**src/design/stok_pkg.sv**
```systemverilog
// Shared types, constants and byte tables of the source tokenizer.
package stok_pkg;

  localparam int unsigned POSITION_BITS = 16;
  localparam int unsigned FIFO_DEPTH    = 4;

  // Scanner modes.
  typedef enum logic [2:0] {
    MODE_IDLE    = 3'd0,
    MODE_NAME    = 3'd1,
    MODE_NUMBER  = 3'd2,
    MODE_STRING  = 3'd3,
    MODE_ESCAPE  = 3'd4,
    MODE_PENDING = 3'd5
  } mode_e;

  // Token kinds.
  localparam logic [4:0] KIND_NAME        = 5'd0;
  localparam logic [4:0] KIND_ALIAS       = 5'd1;
  localparam logic [4:0] KIND_NUMBER      = 5'd2;
  localparam logic [4:0] KIND_STRING      = 5'd3;
  localparam logic [4:0] KIND_LONE_BASE   = 5'd4;
  localparam logic [4:0] KIND_PAIR_DOUBLE = 5'd19;
  localparam logic [4:0] KIND_PAIR_SINGLE = 5'd20;
  localparam logic [4:0] KIND_EOF         = 5'd31;

  // Special bytes.
  localparam logic [7:0] CHAR_SPACE     = 8'h20;
  localparam logic [7:0] CHAR_CR        = 8'h0d;
  localparam logic [7:0] CHAR_LF        = 8'h0a;
  localparam logic [7:0] CHAR_QUOTE     = 8'h22;
  localparam logic [7:0] CHAR_BACKSLASH = 8'h5c;
  localparam logic [7:0] CHAR_PERIOD    = 8'h2e;
  localparam logic [7:0] CHAR_F         = 8'h66;
  localparam logic [7:0] CHAR_B         = 8'h62;
  localparam logic [7:0] CHAR_H         = 8'h68;

  // Length of the keyword "alias".
  localparam logic [2:0] KW_LENGTH   = 3'd5;
  // Pending operator codes run from zero to this count minus one.
  localparam logic [2:0] PAIR_COUNT  = 3'd6;

  // Small control state of the scanner.
  typedef struct packed {
    mode_e      mode;
    logic [2:0] pend_op;
    logic [2:0] kw_progress;
    logic       kw_possible;
    logic       period_seen;
    logic       suffix_seen;
  } ctl_t;

  localparam ctl_t CTL_RESET = '{
    mode:        MODE_IDLE,
    pend_op:     3'd0,
    kw_progress: 3'd0,
    kw_possible: 1'b1,
    period_seen: 1'b0,
    suffix_seen: 1'b0
  };

  // One result item.
  typedef struct packed {
    logic [4:0]  kind;
    logic [15:0] start;
    logic [15:0] length;
    logic [15:0] line;
    logic        num_err;
    logic        last;
  } token_t;

  typedef struct packed {
    logic       hit;
    logic [3:0] idx;
  } lone_t;

  typedef struct packed {
    logic       hit;
    logic [2:0] idx;
  } pair_t;

  function automatic logic is_digit(input logic [7:0] c);
    return (c >= 8'h30) && (c <= 8'h39);
  endfunction

  function automatic logic is_name_byte(input logic [7:0] c);
    return is_digit(c) || ((c >= 8'h61) && (c <= 8'h7a)) ||
           ((c >= 8'h41) && (c <= 8'h5a)) || (c == 8'h5f);
  endfunction

  // Characters of the keyword "alias".
  function automatic logic [7:0] kw_char(input logic [2:0] idx);
    logic [7:0] r;
    unique case (idx)
      3'd0:    r = 8'h61;
      3'd1:    r = 8'h6c;
      3'd2:    r = 8'h69;
      3'd3:    r = 8'h61;
      3'd4:    r = 8'h73;
      default: r = 8'h00;
    endcase
    return r;
  endfunction

  // Operators that stand alone: + - * / % ( ) [ ] { } ; , . ^
  function automatic lone_t lone_op(input logic [7:0] c);
    lone_t r;
    r.hit = 1'b1;
    r.idx = 4'd0;
    unique case (c)
      8'h2b:   r.idx = 4'd0;
      8'h2d:   r.idx = 4'd1;
      8'h2a:   r.idx = 4'd2;
      8'h2f:   r.idx = 4'd3;
      8'h25:   r.idx = 4'd4;
      8'h28:   r.idx = 4'd5;
      8'h29:   r.idx = 4'd6;
      8'h5b:   r.idx = 4'd7;
      8'h5d:   r.idx = 4'd8;
      8'h7b:   r.idx = 4'd9;
      8'h7d:   r.idx = 4'd10;
      8'h3b:   r.idx = 4'd11;
      8'h2c:   r.idx = 4'd12;
      8'h2e:   r.idx = 4'd13;
      8'h5e:   r.idx = 4'd14;
      default: r.hit = 1'b0;
    endcase
    return r;
  endfunction

  // First bytes of operators that may pair up: = ! < > & |
  function automatic pair_t pair_first(input logic [7:0] c);
    pair_t r;
    r.hit = 1'b1;
    r.idx = 3'd0;
    unique case (c)
      8'h3d:   r.idx = 3'd0;
      8'h21:   r.idx = 3'd1;
      8'h3c:   r.idx = 3'd2;
      8'h3e:   r.idx = 3'd3;
      8'h26:   r.idx = 3'd4;
      8'h7c:   r.idx = 3'd5;
      default: r.hit = 1'b0;
    endcase
    return r;
  endfunction

  // Second byte that completes a pair.
  function automatic logic [7:0] pair_second(input logic [2:0] idx);
    logic [7:0] r;
    unique case (idx)
      3'd4:    r = 8'h26;
      3'd5:    r = 8'h7c;
      default: r = 8'h3d;
    endcase
    return r;
  endfunction

endpackage

```
**src/design/stok_step.sv**
```systemverilog
// Next-state and result logic of the tokenizer for one input item.
module stok_step #(
  parameter int unsigned POSITION_BITS = stok_pkg::POSITION_BITS
) (
  input  logic [7:0]               char_byte_i,
  input  logic                     end_of_source_i,
  input  stok_pkg::ctl_t           ctl_i,
  input  logic [POSITION_BITS-1:0] start_i,
  input  logic [POSITION_BITS-1:0] count_i,
  input  logic [POSITION_BITS-1:0] position_i,
  input  logic [POSITION_BITS-1:0] line_i,
  output stok_pkg::ctl_t           ctl_o,
  output logic [POSITION_BITS-1:0] start_o,
  output logic [POSITION_BITS-1:0] count_o,
  output logic [POSITION_BITS-1:0] position_o,
  output logic [POSITION_BITS-1:0] line_o,
  output stok_pkg::token_t         tok0_o,
  output stok_pkg::token_t         tok1_o,
  output logic [1:0]               push_o
);

  localparam int unsigned P = POSITION_BITS;

  function automatic logic [P-1:0] sat_inc(input logic [P-1:0] v);
    return (v == '1) ? v : v + P'(1);
  endfunction

  logic [7:0]       c;
  stok_pkg::lone_t  lone;
  stok_pkg::pair_t  pair;
  logic [2:0]       po;

  stok_pkg::ctl_t   idl_ctl;
  logic [P-1:0]     idl_start;
  logic [P-1:0]     idl_count;
  logic             idl_line_inc;
  logic             idl_emit;
  logic [4:0]       idl_kind;

  stok_pkg::token_t first_tok;
  stok_pkg::token_t second_tok;
  logic             first_emit;
  logic             second_emit;
  logic             take_idle;
  logic             kw_match;

  assign c    = char_byte_i;
  assign lone = stok_pkg::lone_op(c);
  assign pair = stok_pkg::pair_first(c);
  assign po   = (ctl_i.pend_op >= stok_pkg::PAIR_COUNT) ? ctl_i.pend_op - stok_pkg::PAIR_COUNT
                                                        : ctl_i.pend_op;
  assign kw_match = ctl_i.kw_possible && (ctl_i.kw_progress < stok_pkg::KW_LENGTH) &&
                    (c == stok_pkg::kw_char(ctl_i.kw_progress));

  // Scan of the byte as if no token were open.
  always_comb begin
    idl_ctl      = ctl_i;
    idl_ctl.mode = stok_pkg::MODE_IDLE;
    idl_start    = start_i;
    idl_count    = count_i;
    idl_line_inc = 1'b0;
    idl_emit     = 1'b0;
    idl_kind     = stok_pkg::KIND_NAME;
    priority if (c == stok_pkg::CHAR_SPACE || c == stok_pkg::CHAR_CR) begin
      idl_line_inc = 1'b0;
    end else if (c == stok_pkg::CHAR_LF) begin
      idl_line_inc = 1'b1;
    end else if (stok_pkg::is_digit(c)) begin
      idl_ctl.mode        = stok_pkg::MODE_NUMBER;
      idl_start           = position_i;
      idl_count           = P'(1);
      idl_ctl.period_seen = 1'b0;
      idl_ctl.suffix_seen = 1'b0;
    end else if (stok_pkg::is_name_byte(c)) begin
      idl_ctl.mode        = stok_pkg::MODE_NAME;
      idl_start           = position_i;
      idl_count           = P'(1);
      idl_ctl.kw_possible = (c == stok_pkg::kw_char(3'd0));
      idl_ctl.kw_progress = (c == stok_pkg::kw_char(3'd0)) ? 3'd1 : 3'd0;
    end else if (c == stok_pkg::CHAR_QUOTE) begin
      idl_ctl.mode = stok_pkg::MODE_STRING;
      idl_start    = sat_inc(position_i);
      idl_count    = '0;
    end else if (lone.hit) begin
      idl_emit = 1'b1;
      idl_kind = stok_pkg::KIND_LONE_BASE + 5'(lone.idx);
    end else if (pair.hit) begin
      idl_ctl.mode    = stok_pkg::MODE_PENDING;
      idl_ctl.pend_op = pair.idx;
      idl_start       = position_i;
    end else begin
      // Any other byte starts no token and is skipped.
      idl_line_inc = 1'b0;
    end
  end

  // Main scanner step: close or extend the open token, then rescan if needed.
  always_comb begin
    ctl_o      = ctl_i;
    start_o    = start_i;
    count_o    = count_i;
    position_o = sat_inc(position_i);
    line_o     = line_i;

    first_emit         = 1'b0;
    take_idle          = 1'b0;
    first_tok.kind     = stok_pkg::KIND_NAME;
    first_tok.start    = 16'(start_i);
    first_tok.length   = 16'(count_i);
    first_tok.line     = 16'(line_i);
    first_tok.num_err  = 1'b0;
    first_tok.last     = 1'b0;

    second_emit        = 1'b0;
    second_tok.kind    = idl_kind;
    second_tok.start   = 16'(position_i);
    second_tok.length  = 16'd1;
    second_tok.line    = 16'(line_i);
    second_tok.num_err = 1'b0;
    second_tok.last    = 1'b1;

    if (end_of_source_i) begin
      // Flush the open token, then EOF, then back to the reset state.
      unique case (ctl_i.mode)
        stok_pkg::MODE_NAME: begin
          first_emit     = 1'b1;
          first_tok.kind = (ctl_i.kw_possible && ctl_i.kw_progress == stok_pkg::KW_LENGTH)
                           ? stok_pkg::KIND_ALIAS : stok_pkg::KIND_NAME;
        end
        stok_pkg::MODE_NUMBER: begin
          first_emit     = 1'b1;
          first_tok.kind = stok_pkg::KIND_NUMBER;
        end
        stok_pkg::MODE_STRING, stok_pkg::MODE_ESCAPE: begin
          first_emit     = 1'b1;
          first_tok.kind = stok_pkg::KIND_STRING;
        end
        stok_pkg::MODE_PENDING: begin
          first_emit       = 1'b1;
          first_tok.kind   = stok_pkg::KIND_PAIR_SINGLE + 5'({po, 1'b0});
          first_tok.length = 16'd1;
        end
        default: first_emit = 1'b0;
      endcase
      second_emit       = 1'b1;
      second_tok.kind   = stok_pkg::KIND_EOF;
      second_tok.start  = 16'(position_i);
      second_tok.length = 16'd0;
      ctl_o      = stok_pkg::CTL_RESET;
      start_o    = '0;
      count_o    = '0;
      position_o = '0;
      line_o     = '0;
    end else begin
      unique case (ctl_i.mode)
        stok_pkg::MODE_NAME: begin
          if (stok_pkg::is_name_byte(c)) begin
            count_o = sat_inc(count_i);
            if (kw_match) begin
              ctl_o.kw_progress = ctl_i.kw_progress + 3'd1;
            end else begin
              ctl_o.kw_possible = 1'b0;
            end
          end else begin
            first_emit     = 1'b1;
            first_tok.kind = (ctl_i.kw_possible && ctl_i.kw_progress == stok_pkg::KW_LENGTH)
                             ? stok_pkg::KIND_ALIAS : stok_pkg::KIND_NAME;
            take_idle      = 1'b1;
          end
        end
        stok_pkg::MODE_NUMBER: begin
          first_tok.kind = stok_pkg::KIND_NUMBER;
          if (stok_pkg::is_digit(c)) begin
            count_o = sat_inc(count_i);
          end else if (c == stok_pkg::CHAR_PERIOD) begin
            if (!ctl_i.period_seen) begin
              ctl_o.period_seen = 1'b1;
              count_o           = sat_inc(count_i);
            end else begin
              first_emit        = 1'b1;
              first_tok.num_err = 1'b1;
              take_idle         = 1'b1;
            end
          end else if (c == stok_pkg::CHAR_F || c == stok_pkg::CHAR_B ||
                       c == stok_pkg::CHAR_H) begin
            if (!ctl_i.suffix_seen) begin
              ctl_o.suffix_seen = 1'b1;
              count_o           = sat_inc(count_i);
            end else begin
              first_emit        = 1'b1;
              first_tok.num_err = 1'b1;
              take_idle         = 1'b1;
            end
          end else begin
            first_emit = 1'b1;
            take_idle  = 1'b1;
          end
        end
        stok_pkg::MODE_STRING: begin
          if (c == stok_pkg::CHAR_QUOTE) begin
            first_emit     = 1'b1;
            first_tok.kind = stok_pkg::KIND_STRING;
            ctl_o.mode     = stok_pkg::MODE_IDLE;
          end else begin
            count_o = sat_inc(count_i);
            if (c == stok_pkg::CHAR_BACKSLASH) begin
              ctl_o.mode = stok_pkg::MODE_ESCAPE;
            end
          end
        end
        stok_pkg::MODE_ESCAPE: begin
          count_o    = sat_inc(count_i);
          ctl_o.mode = stok_pkg::MODE_STRING;
        end
        stok_pkg::MODE_PENDING: begin
          first_emit = 1'b1;
          if (c == stok_pkg::pair_second(po)) begin
            first_tok.kind   = stok_pkg::KIND_PAIR_DOUBLE + 5'({po, 1'b0});
            first_tok.length = 16'd2;
            ctl_o.mode       = stok_pkg::MODE_IDLE;
          end else begin
            first_tok.kind   = stok_pkg::KIND_PAIR_SINGLE + 5'({po, 1'b0});
            first_tok.length = 16'd1;
            take_idle        = 1'b1;
          end
        end
        default: take_idle = 1'b1;
      endcase

      // Rescan of the byte once the open token is closed.
      if (take_idle) begin
        ctl_o       = idl_ctl;
        start_o     = idl_start;
        count_o     = idl_count;
        line_o      = idl_line_inc ? sat_inc(line_i) : line_i;
        second_emit = idl_emit;
      end
    end
  end

  // Pack up to two results; the last one carries the end-of-run mark.
  always_comb begin
    tok0_o = first_tok;
    tok1_o = second_tok;
    push_o = 2'b00;
    if (first_emit) begin
      tok0_o.last = !second_emit;
      push_o      = second_emit ? 2'b11 : 2'b01;
    end else if (second_emit) begin
      tok0_o = second_tok;
      push_o = 2'b01;
    end
  end

endmodule

```
**src/design/stok_fifo.sv**
```systemverilog
// Result queue of the tokenizer that takes up to two items per cycle.
module stok_fifo (
  input  logic                                     clk_i,
  input  logic                                     rst_ni,
  input  logic [1:0]                               push_i,
  input  stok_pkg::token_t                         wr_data0_i,
  input  stok_pkg::token_t                         wr_data1_i,
  input  logic                                     pop_i,
  output stok_pkg::token_t                         rd_data_o,
  output logic [$clog2(stok_pkg::FIFO_DEPTH+1)-1:0] fill_o
);

  // The depth is a power of two, so the pointers wrap on their own.
  localparam int unsigned AW = $clog2(stok_pkg::FIFO_DEPTH);
  localparam int unsigned CW = $clog2(stok_pkg::FIFO_DEPTH + 1);

  stok_pkg::token_t entry_q [stok_pkg::FIFO_DEPTH];
  logic [AW-1:0]    wr_ptr_q, wr_ptr_d;
  logic [AW-1:0]    rd_ptr_q, rd_ptr_d;
  logic [CW-1:0]    fill_q, fill_d;
  logic [CW-1:0]    push_count;

  assign push_count = CW'(push_i[0]) + CW'(push_i[1]);
  assign wr_ptr_d   = wr_ptr_q + AW'(push_count);
  assign rd_ptr_d   = rd_ptr_q + AW'(pop_i);
  assign fill_d     = fill_q + push_count - CW'(pop_i);

  // Pointers and fill count.
  always_ff @(posedge clk_i or negedge rst_ni) begin
    if (!rst_ni) begin
      wr_ptr_q <= '0;
      rd_ptr_q <= '0;
      fill_q   <= '0;
    end else begin
      wr_ptr_q <= wr_ptr_d;
      rd_ptr_q <= rd_ptr_d;
      fill_q   <= fill_d;
    end
  end

  // Entry storage; the second item goes one place after the first.
  always_ff @(posedge clk_i) begin
    if (push_i[0]) begin
      entry_q[wr_ptr_q] <= wr_data0_i;
    end
    if (push_i[1]) begin
      entry_q[wr_ptr_q + AW'(1)] <= wr_data1_i;
    end
  end

  assign rd_data_o = entry_q[rd_ptr_q];
  assign fill_o    = fill_q;

endmodule

```
**src/design/source_tokenizer.sv**
```systemverilog
// Top level of the source tokenizer: scanner state, step logic and result queue.
//
// Source text enters one byte per item on the input channel (char_byte_i, or
// end_of_source_i to close the source). Tokens leave one per item on the output
// channel as kind, start offset, length, line, number error flag and a mark on
// the last token that one input item caused.
// Each input item is scanned by the combinational step logic and produces zero,
// one or two tokens; these are written into a four-entry result queue, so the
// first token is offered in the cycle after the item is accepted.
// The block accepts an input item in every cycle while the queue has room for
// two more tokens; the input stall is raised from the queue fill alone, so the
// sustained rate is one byte per cycle as long as the receiver keeps up.
// When the receiver stalls, the head token holds steady and the queue fills;
// once fewer than two places remain, the input stalls until tokens drain.
// An end-of-source item flushes any open token, emits EOF and returns the
// scanner to its reset state, so the next byte begins a new source.
// Reset empties the queue and sets the scanner to idle at offset and line zero.
// Offsets, lengths and line counts saturate at 2^POSITION_BITS - 1 and are
// shown on 16-bit ports.
module source_tokenizer #(
  parameter int unsigned POSITION_BITS = stok_pkg::POSITION_BITS
) (
  input  logic        clk_i,
  input  logic        rst_ni,
  input  logic        in_valid_i,
  output logic        in_stall_o,
  input  logic [7:0]  char_byte_i,
  input  logic        end_of_source_i,
  output logic        out_valid_o,
  input  logic        out_stall_i,
  output logic [4:0]  token_kind_o,
  output logic [15:0] start_offset_o,
  output logic [15:0] token_length_o,
  output logic [15:0] line_number_o,
  output logic        number_error_o,
  output logic        last_of_run_o
);

  localparam int unsigned P  = POSITION_BITS;
  localparam int unsigned CW = $clog2(stok_pkg::FIFO_DEPTH + 1);

  stok_pkg::ctl_t   ctl_q, ctl_d;
  logic [P-1:0]     start_q, start_d;
  logic [P-1:0]     count_q, count_d;
  logic [P-1:0]     position_q, position_d;
  logic [P-1:0]     line_q, line_d;

  stok_pkg::token_t tok0, tok1, head;
  logic [1:0]       step_push;
  logic [1:0]       push;
  logic [CW-1:0]    fill;
  logic             in_accept;
  logic             out_pop;

  assign in_stall_o = fill > CW'(stok_pkg::FIFO_DEPTH - 2);
  assign in_accept  = in_valid_i && !in_stall_o;
  assign push       = in_accept ? step_push : 2'b00;

  // Scanner step for the item at the input.
  stok_step #(
    .POSITION_BITS(P)
  ) u_step (
    .char_byte_i    (char_byte_i),
    .end_of_source_i(end_of_source_i),
    .ctl_i          (ctl_q),
    .start_i        (start_q),
    .count_i        (count_q),
    .position_i     (position_q),
    .line_i         (line_q),
    .ctl_o          (ctl_d),
    .start_o        (start_d),
    .count_o        (count_d),
    .position_o     (position_d),
    .line_o         (line_d),
    .tok0_o         (tok0),
    .tok1_o         (tok1),
    .push_o         (step_push)
  );

  // Scanner state, advanced on each accepted item.
  always_ff @(posedge clk_i or negedge rst_ni) begin
    if (!rst_ni) begin
      ctl_q      <= stok_pkg::CTL_RESET;
      start_q    <= '0;
      count_q    <= '0;
      position_q <= '0;
      line_q     <= '0;
    end else if (in_accept) begin
      ctl_q      <= ctl_d;
      start_q    <= start_d;
      count_q    <= count_d;
      position_q <= position_d;
      line_q     <= line_d;
    end
  end

  // Result queue between the scanner and the output channel.
  stok_fifo u_fifo (
    .clk_i     (clk_i),
    .rst_ni    (rst_ni),
    .push_i    (push),
    .wr_data0_i(tok0),
    .wr_data1_i(tok1),
    .pop_i     (out_pop),
    .rd_data_o (head),
    .fill_o    (fill)
  );

  assign out_valid_o    = fill != '0;
  assign out_pop        = out_valid_o && !out_stall_i;
  assign token_kind_o   = head.kind;
  assign start_offset_o = head.start;
  assign token_length_o = head.length;
  assign line_number_o  = head.line;
  assign number_error_o = head.num_err;
  assign last_of_run_o  = head.last;

`ifndef SYNTHESIS
  // The queue never holds more items than it has places.
  a_fill_bound: assert property (@(posedge clk_i) disable iff (!rst_ni)
    fill <= CW'(stok_pkg::FIFO_DEPTH))
    else $error("result queue overfilled");

  // An accepted end of source always leaves at least its EOF token queued.
  a_eof_output: assert property (@(posedge clk_i) disable iff (!rst_ni)
    (in_accept && end_of_source_i) |=> out_valid_o)
    else $error("no token after end of source");

  // End of source returns offset and line count to zero.
  a_eof_restart: assert property (@(posedge clk_i) disable iff (!rst_ni)
    (in_accept && end_of_source_i) |=> (position_q == '0 && line_q == '0))
    else $error("position not cleared after end of source");

  // An open name or number always holds at least one byte.
  a_open_count: assert property (@(posedge clk_i) disable iff (!rst_ni)
    (ctl_q.mode == stok_pkg::MODE_NAME || ctl_q.mode == stok_pkg::MODE_NUMBER)
    |-> count_q != '0)
    else $error("open token with zero length");
`endif

endmodule

```
**config.mk**
```make
export PLATFORM = sky130hd
export DESIGN_NAME = source_tokenizer
export DESIGN_NICKNAME = d
export VERILOG_FILES = /design/src/design/stok_pkg.sv /design/src/design/stok_step.sv /design/src/design/stok_fifo.sv /design/src/design/source_tokenizer.sv
export SDC_FILE = /design/constraint.sdc
export NUM_CORES = 1
export LEC_CHECK = 0
export BUFFER_PORTS_ARGS = -buffer_cell sky130_fd_sc_hd__buf_2
export CAP_MARGIN = 5
export CELL_PAD_IN_SITES_DETAIL_PLACEMENT = 0
export CELL_PAD_IN_SITES_GLOBAL_PLACEMENT = 1
export CORE_MARGIN = 4
export CORE_UTILIZATION = 56
export DETAILED_ROUTE_END_ITERATION = 16
export PLACE_DENSITY_LB_ADDON = 0.1
export SLEW_MARGIN = 20
export SYNTH_ARGS = -nofsm -noshare
export SYNTH_HDL_FRONTEND = slang
export SYNTH_HIERARCHICAL = 1
export SYNTH_SLANG_ARGS = --single-unit
export TNS_END_PERCENT = 20
```
**constraint.sdc**
```tcl
create_clock -name clk_i -period 19.6 [get_ports clk_i]
set_input_delay 0 -clock clk_i [delete_from_list [all_inputs] [get_ports clk_i]]
set_output_delay 0 -clock clk_i [all_outputs]
set_load 0.02 [all_outputs]
```
==> run summary, run 1 <==
outcome: complete, no violations
worst flop-to-flop path endpoint: u_fifo/entry_q[0][50]
slack of the worst reg-to-reg path: 13.91 ns
initial antenna violation count: 2
Die W: 193.1 um
clock root buffer: clkbuf_16
CP Class: reg2reg
VDD IR max: 66.02 uV
GRT overflow: 0
Startpoint Class: flip-flop
Worst-Skew Late Latency: 0.53 ns
Critical Path Fanout Max: 56
P_int: 1.475 mW
switching share of power: 33.74%
Cell Area, Synth: 19190 sq um
synth warn: 6
Worst R2R Path Depth: 13
nets: 1517
HP Class: in2async
Port Buffer Count: 69
Max Cap Violations: 0
DR DRC count: 0
Pwr Density: 109.5 nW/um^2
All-Layer GR Usage: 23.83%
Final Routed Wirelength: 43910 um
leakage power: 8.069 nW
total power: 2.226 mW
via count: 12100
# diodes: 0
Syn-to-layout area delta: 5.908%
WHS: 0.03174 ns
first-pass GRT wire length: 69370 um
die area: 37290 sq um
H-tree depth: 2
Critical-path top delay cell: nand3_4
most common library cell in the layout ignoring fill and taps: edfxtp_1
clk sink count: 303
final period utilization: 29.01%
unrepaired setup endpoints after global routing: no
vias in the first global route: 11750
HPWL Detailed: 28590 um
synth unique cells: 103
syn avg cell area: 12.72 sq um
most frequent cells in the layout: edfxtp_1, mux2_2, dfrtp_1
# IOs: 70
Main synth FF type: edfxtp_1
Clock Path Buffers: 3
Core Box Area: 33700 sq um
Seq pwr share: 38.2%
register area share after synthesis: 45.26%
endpoint class of the critical path: flip-flop
most frequent CP cell: inv_1
Initial Util: 56.94%
fmax: 175.9 MHz
EDFF count, synth: 220
Resized Gates After CTS: 0
Comb power frac: 34.0%
setup TNS: 0 ns
Post-CTS Hold Fix Bufs: 2
die span in y: 193.1 um
Synth Instances: 1508
register bit total from synthesis: 303
GP Congestion: 0.8979
Routed WL per cell: 22.45 um
Critical Path End: u_fifo/entry_q[0][50]
Psw: 0.7512 mW
CP Launch Point: ctl_q[10]
Post-synth ARST share: 27.39%
CP max stage delay: 0.85 ns
DRT Pass-1 Iters: 5
Setup Fix Bufs, Post-CTS: 0
final hold vios: 0
Vias per Instance: 6.185
CTS tree: done
WP data required: 19.75 ns
layout cell share with drive strength beyond 1: 33.69%
Worst Path Arrival: 5.84 ns
RR Startpoint: ctl_q[10]
Final Setup Violations: 0
largest net degree at the start of global routing: 57
Routed Antenna Nets: 0
Final Max Tran Viols: 0
CTS Buf Count: 36
critical path, cell by cell: nor2b_1 -> inv_1 -> nor4_1 -> a31oi_4 -> a21boi_2 -> nor2_1 -> inv_1 -> ha_1 -> inv_1 -> nor2_1 -> nand3_4 -> o21ai_4 -> buf_4
Rows: 67
Initial DRC Count: 1150
Rel. slew slack: 22.24%
Worst-Margin Slew: 1.148 ns
Setup Skew: 0.02171 ns
Tmin final: 5.686 ns
Reg clk slew, reported paths: 0.06 ns
Clk pwr share: 27.8%
## cell type report
| type | instances | area (sq um) |
|---|---|---|
| Clock buffer | 45 | 934.6 |
| Clock inverter | 18 | 155.1 |
| Fill cell | 2692 | 13380 |
| Inverter | 39 | 146.4 |
| Multi-Input combinational cell | 1016 | 9346 |
| Sequential cell | 303 | 8690 |
| Tap cell | 448 | 560.5 |
| Timing Repair Buffer | 87 | 488.0 |
## cell usage after synthesis (21+ instances only)
cell / instances / area (sq um)
dfrtp_1: 82 / 2052
mux2_2: 191 / 2151
nand3_1: 39 / 195.2
mux2_1: 50 / 563.0
and2_1: 25 / 156.4
nand2_1: 67 / 251.5
buf_4: 73 / 548.0
mux4_2: 55 / 1239
edfxtp_1: 220 / 6606
buf_6: 27 / 304.0
nor2_1: 64 / 240.2
inv_1: 38 / 142.6
a31oi_1: 25 / 156.4
a21oi_1: 47 / 235.2
o21ai_0: 43 / 215.2
mux2_4: 76 / 1141
buf_2: 21 / 105.1
clkbuf_1: 41 / 153.9
## critical path, delay by kind of cell (launching register included)
family	cells	cell delay [ns]
buffers and inverters	4	0.80
adders and majority gates	1	0.13
AOI/OAI and AO/OA	3	1.13
DFF	1	0.77
and+or+nand+nor	5	2.47
## state kept, by name, indices dropped and copies added, names as in the netlist
register and count:
u_fifo/entry_q 220, position_q 16, u_fifo/fill_o 3, u_fifo/rd_ptr_q 2, ctl_q 12, count_q 16, u_fifo/wr_ptr_q 2, line_q 16
start_q 16
## metal layers
metal	global-route usage, %	part of all wire [%]
met4	4.820	1.4
met2	38.84	48
met3	3.187	5.2
met5	0	0.016
met1	34.74	46
## power groups by stage
stage / Clock, mW / Sequential (mW) / Combinational [mW]
global placement: 0 / 0.860 / 0.753
CTS: 0.633 / 0.851 / 0.765
global route: 0.663 / 0.860 / 0.816
finish: 0.619 / 0.850 / 0.757
floorplan: 0 / 0.814 / 0.608
detailed placement: 0 / 0.863 / 0.760
## how the worst min path moves through the flow
| stage | end | slack, ns |
|---|---|---|
| final | start_q[11] | 0.03 |
| after global routing | ctl_q[5] | 0.11 |
| after CTS | position_q[10] | 0.04 |
| after detailed placement | ctl_q[5] | 0.05 |
| after global placement | ctl_q[5] | 0.05 |
| after floorplan | count_q[0] | -0.30 |
## stage by stage
stage	area (sq um)	worst slack (ns)	utilization (%)	std cells
3_5_place_dp	19210	13.95	57.01	1891
3_3_place_gp	19210	14.12	57.01	1891
4_1_cts	20320	13.93	60.30	1956
6_report	20320	13.91	60.30	1956
5_1_grt	20320	13.49	60.30	1956
2_1_floorplan	19240	12.81	-	1523
## cells by family (layout without fill, tap and decap cells)
group                      after synthesis  after routing  synth area share, %
AOI/OAI and AO/OA                      236            236                8.856
xor gates and xnor gates                25             25                1.141
adders and majority gates               21             21                1.409
buffers and inverters                  204            189                6.612
DFF                                    303            303                45.26
muxes                                  381            381                27.02
other                                    2             17              0.03914
and+or+nand+nor                        336            336                9.664
(Power assumes the default switching activity.)
==> run 2, diff against run 1 <==
--- a/config.mk
+++ b/config.mk
@@ -5,12 +5,13 @@
 export SDC_FILE = /design/constraint.sdc
 export NUM_CORES = 1
 export LEC_CHECK = 0
+export ABC_AREA = 1
 export BUFFER_PORTS_ARGS = -buffer_cell sky130_fd_sc_hd__buf_2
 export CAP_MARGIN = 5
 export CELL_PAD_IN_SITES_DETAIL_PLACEMENT = 0
 export CELL_PAD_IN_SITES_GLOBAL_PLACEMENT = 1
 export CORE_MARGIN = 4
-export CORE_UTILIZATION = 56
+export CORE_UTILIZATION = 46
 export DETAILED_ROUTE_END_ITERATION = 16
 export PLACE_DENSITY_LB_ADDON = 0.1
 export SLEW_MARGIN = 20
==> constraint.sdc (replaced) <==
create_clock -name clk_i -period 5.95 [get_ports clk_i]
set_input_delay 0 -clock clk_i [delete_from_list [all_inputs] [get_ports clk_i]]
set_output_delay 0 -clock clk_i [all_outputs]
set_load 0.02 [all_outputs]
==> run 2 against run 1 <==
Net effect:
- maximum frequency rose by 26%
- sequential share of layout area is 4.9 points lower
- flip-flop and latch count unchanged
- final cell count up 90%
- via count rose by 65%
- clock skew decreased by 0.0058 ns
- setup slack lost 12 ns
- critical endpoint is now u_fifo/entry_q[3][40]
==> run summary, run 2 <==
outcome: complete, no violations
DRT Pass-1 Iters: 6
first-pass GRT wire length: 107500 um
CP Buf/Inv Count: 6
top post-synthesis cells by area: edfxtp_1, nand2_1, dfrtp_1
register bit total from synthesis: 303
Worst-Margin Slew: 1.161 ns
setup TNS: 0 ns
clk sink count: 303
Post-Synth Simple-Gate Area: 37.77%
VDD IR max: 299.8 uV
met3 WL: 4816 um
fmax: 221.5 MHz
CP max stage delay: 0.62 ns
Clock Path Buffers: 3
Worst Path Arrival: 4.80 ns
top-count cell post-synth: nand2_1
mux contribution to synthesized area: 0%
nets: 3112
clock root buffer: clkbuf_16
H-tree depth: 2
kind of cell adding the most delay to the critical path: simple AND/OR/NAND/NOR gates
Synth Area in Adders: 1.238%
Final Setup Violations: 0
synth warn: 6
HP Class: in2reg
Pwr Density: 413.6 nW/um^2
Synth Instances: 3172
Top Metal Used: met4
Routed Antenna Nets: 0
Main synth FF type: edfxtp_1
Rel. slew slack: 22.60%
DRT met1 WL: 30920 um
critical path, cell by cell: inv_1 -> ha_1 -> inv_1 -> ha_1 -> inv_1 -> nand2_1 -> nand2_1 -> nand3_1 -> nor2_1 -> nand2_1 -> a21oi_2 -> nand3_4 -> nand2_1 -> nand2_1 -> ha_1 -> inv_1 -> nor2_4 -> nand3_2 -> buf_4 -> nand2_2 -> buf_4
Initial Util: 46.69%
Routed WL per cell: 18.53 um
unrepaired setup endpoints after global routing: no
Rows: 79
DR DRC count: 0
largest net degree at the start of global routing: 97
Worst-Skew Late Latency: 0.57 ns
WP data required: 6.24 ns
Reg clk slew, reported paths: 0.06 ns
combinational family with the most area after synthesis: simple AND/OR/NAND/NOR gates
HPWL Detailed: 41010 um
leakage power: 11.08 nW
Post-synth ARST share: 27.39%
most common library cell in the layout ignoring fill and taps: nand2_1
die span in y: 225.9 um
Initial DRC Count: 1806
most frequent cells in the layout: nand2_1, inv_1, nand3_1
cell taking the most area after synthesis: edfxtp_1
area fraction of the dominant cell type after synthesis: 30.26%
Final Routed Wirelength: 68750 um
die area: 51010 sq um
slack of the worst reg-to-reg path: 1.43 ns
via count: 19960
Synth Area in Compound Gates: 5.439%
Cell Area, Synth: 21830 sq um
# IOs: 70
Synth Area in XOR/XNOR: 1.324%
vias in the first global route: 18830
CTS Buf Count: 38
Setup Fix Bufs, Post-CTS: 0
GRT overflow: 0
Core Box Area: 46750 sq um
top post-synthesis cells by count: nand2_1, inv_1, nand3_1, edfxtp_1, nor2_1
cell total after placement: 3640
synth unique cells: 50
All-Layer GR Usage: 26.65%
GP Congestion: 0.9104
register area share after synthesis: 39.78%
syn avg cell area: 6.882 sq um
final period utilization: 75.89%
Layout Cells excl Fill: 3711
final hold vios: 0
most frequent CP cell: nand2_1
FILL cells: 4742
EDFF count, synth: 220
post-layout util: 49.12%
register with the most flip-flops: u_fifo/entry_q
# diodes: 0
Port Buffer Count: 69
Tmin final: 4.515 ns
Max Cap Violations: 0
Vias per Instance: 5.380
register area: 8692 sq um
Critical-path top delay cell: buf_4
initial antenna violation count: 1
Die W: 225.9 um
Startpoint Class: flip-flop
Multi-input gate area: 10100 sq um
max reg flops: 220
layout cell share with drive strength beyond 1: 7.442%
Critical Path Fanout Max: 56
Setup Skew: 0.01596 ns
Final Max Tran Viols: 0
Syn-to-layout area delta: 5.204%
DR WL met2: 31540 um
endpoint class of the critical path: flip-flop
CTS tree: done
CP Class: reg2reg
run 2: changes by cell type after synthesis, moves of 76 or more:
cell,delta
nand2_1,+1113
mux2_4,-76
mux2_2,-191
nand3_1,+316
nor2_1,+126
inv_1,+381
nand4_1,+109
run 2: metal layers:
layer | global-route usage, % | up-vias
met3 | 4.212 | 104
li1 | - | 9846
met4 | 6.797 | 0
met1 | 37.20 | 9378
met2 | 43.56 | 636
met5 | 0 | -
run 2: per-stage QoR:
step                hold WS, ns  power [mW]  setup WS [ns]  instance area, sq um
detailed placement      0.04696       7.318          1.461                 21750
CTS                     0.04338       9.552          1.465                 22970
global placement        0.04038       7.257          1.518                 21750
floorplan               -0.2956       6.059          1.582                 21890
finish                  0.08485       9.500          1.435                 22970
global route             0.1169       10.12          1.051                 22970
run 2: path summary, 6_finish.rpt:
kind                           startpoint                     to  cells after the start
max reg2reg                      ctl_q[8]  u_fifo/entry_q[3][40]                     21
min                        char_byte_i[1]              ctl_q[11]                      6
min reg2reg                      ctl_q[0]               ctl_q[0]                      2
max                              ctl_q[8]  u_fifo/entry_q[3][40]                     21
min in group asynchronous          rst_ni     u_fifo/rd_ptr_q[0]                      3
max in group asynchronous          rst_ni          position_q[2]                      4
run 2: final cells by class:
class	instances	area share [%]
repair buffers	103	2.833
clock buffers	47	4.424
multi-input cells	2202	43.96
flip-flops and latches	303	37.85
inverters	430	7.033
clock inverters	19	0.5993
well taps	607	3.307
run 2: kinds of logic after synthesis:
kind of cell,Yosys count
flip-flops,303
adder cells (fa/ha/maj),21
XOR/XNOR,33
AND/OR/NAND/NOR,1921
other,2
AO/OA/AOI/OAI,210
buffers and inverters,682
run 2: repair_timing:
item / 4_1_cts / 5_1_grt
hold buffers: 5 / 0
resized for setup: 0 / 0
endpoints found under the hold margin: 44 / 0
run 2: report_power, final:
part / internal [mW] / switching [mW]
Combinational: 1.13 / 3.19
Clock: 1.26 / 0.944
Sequential: 2.64 / 0.334
run 2: worst min-delay path: cells and delay by family:
family                 cells  cell delay, ns
AOI/OAI and AO/OA          1            0.06
buffers and inverters      1            0.19
and+or+nand+nor            4            0.34
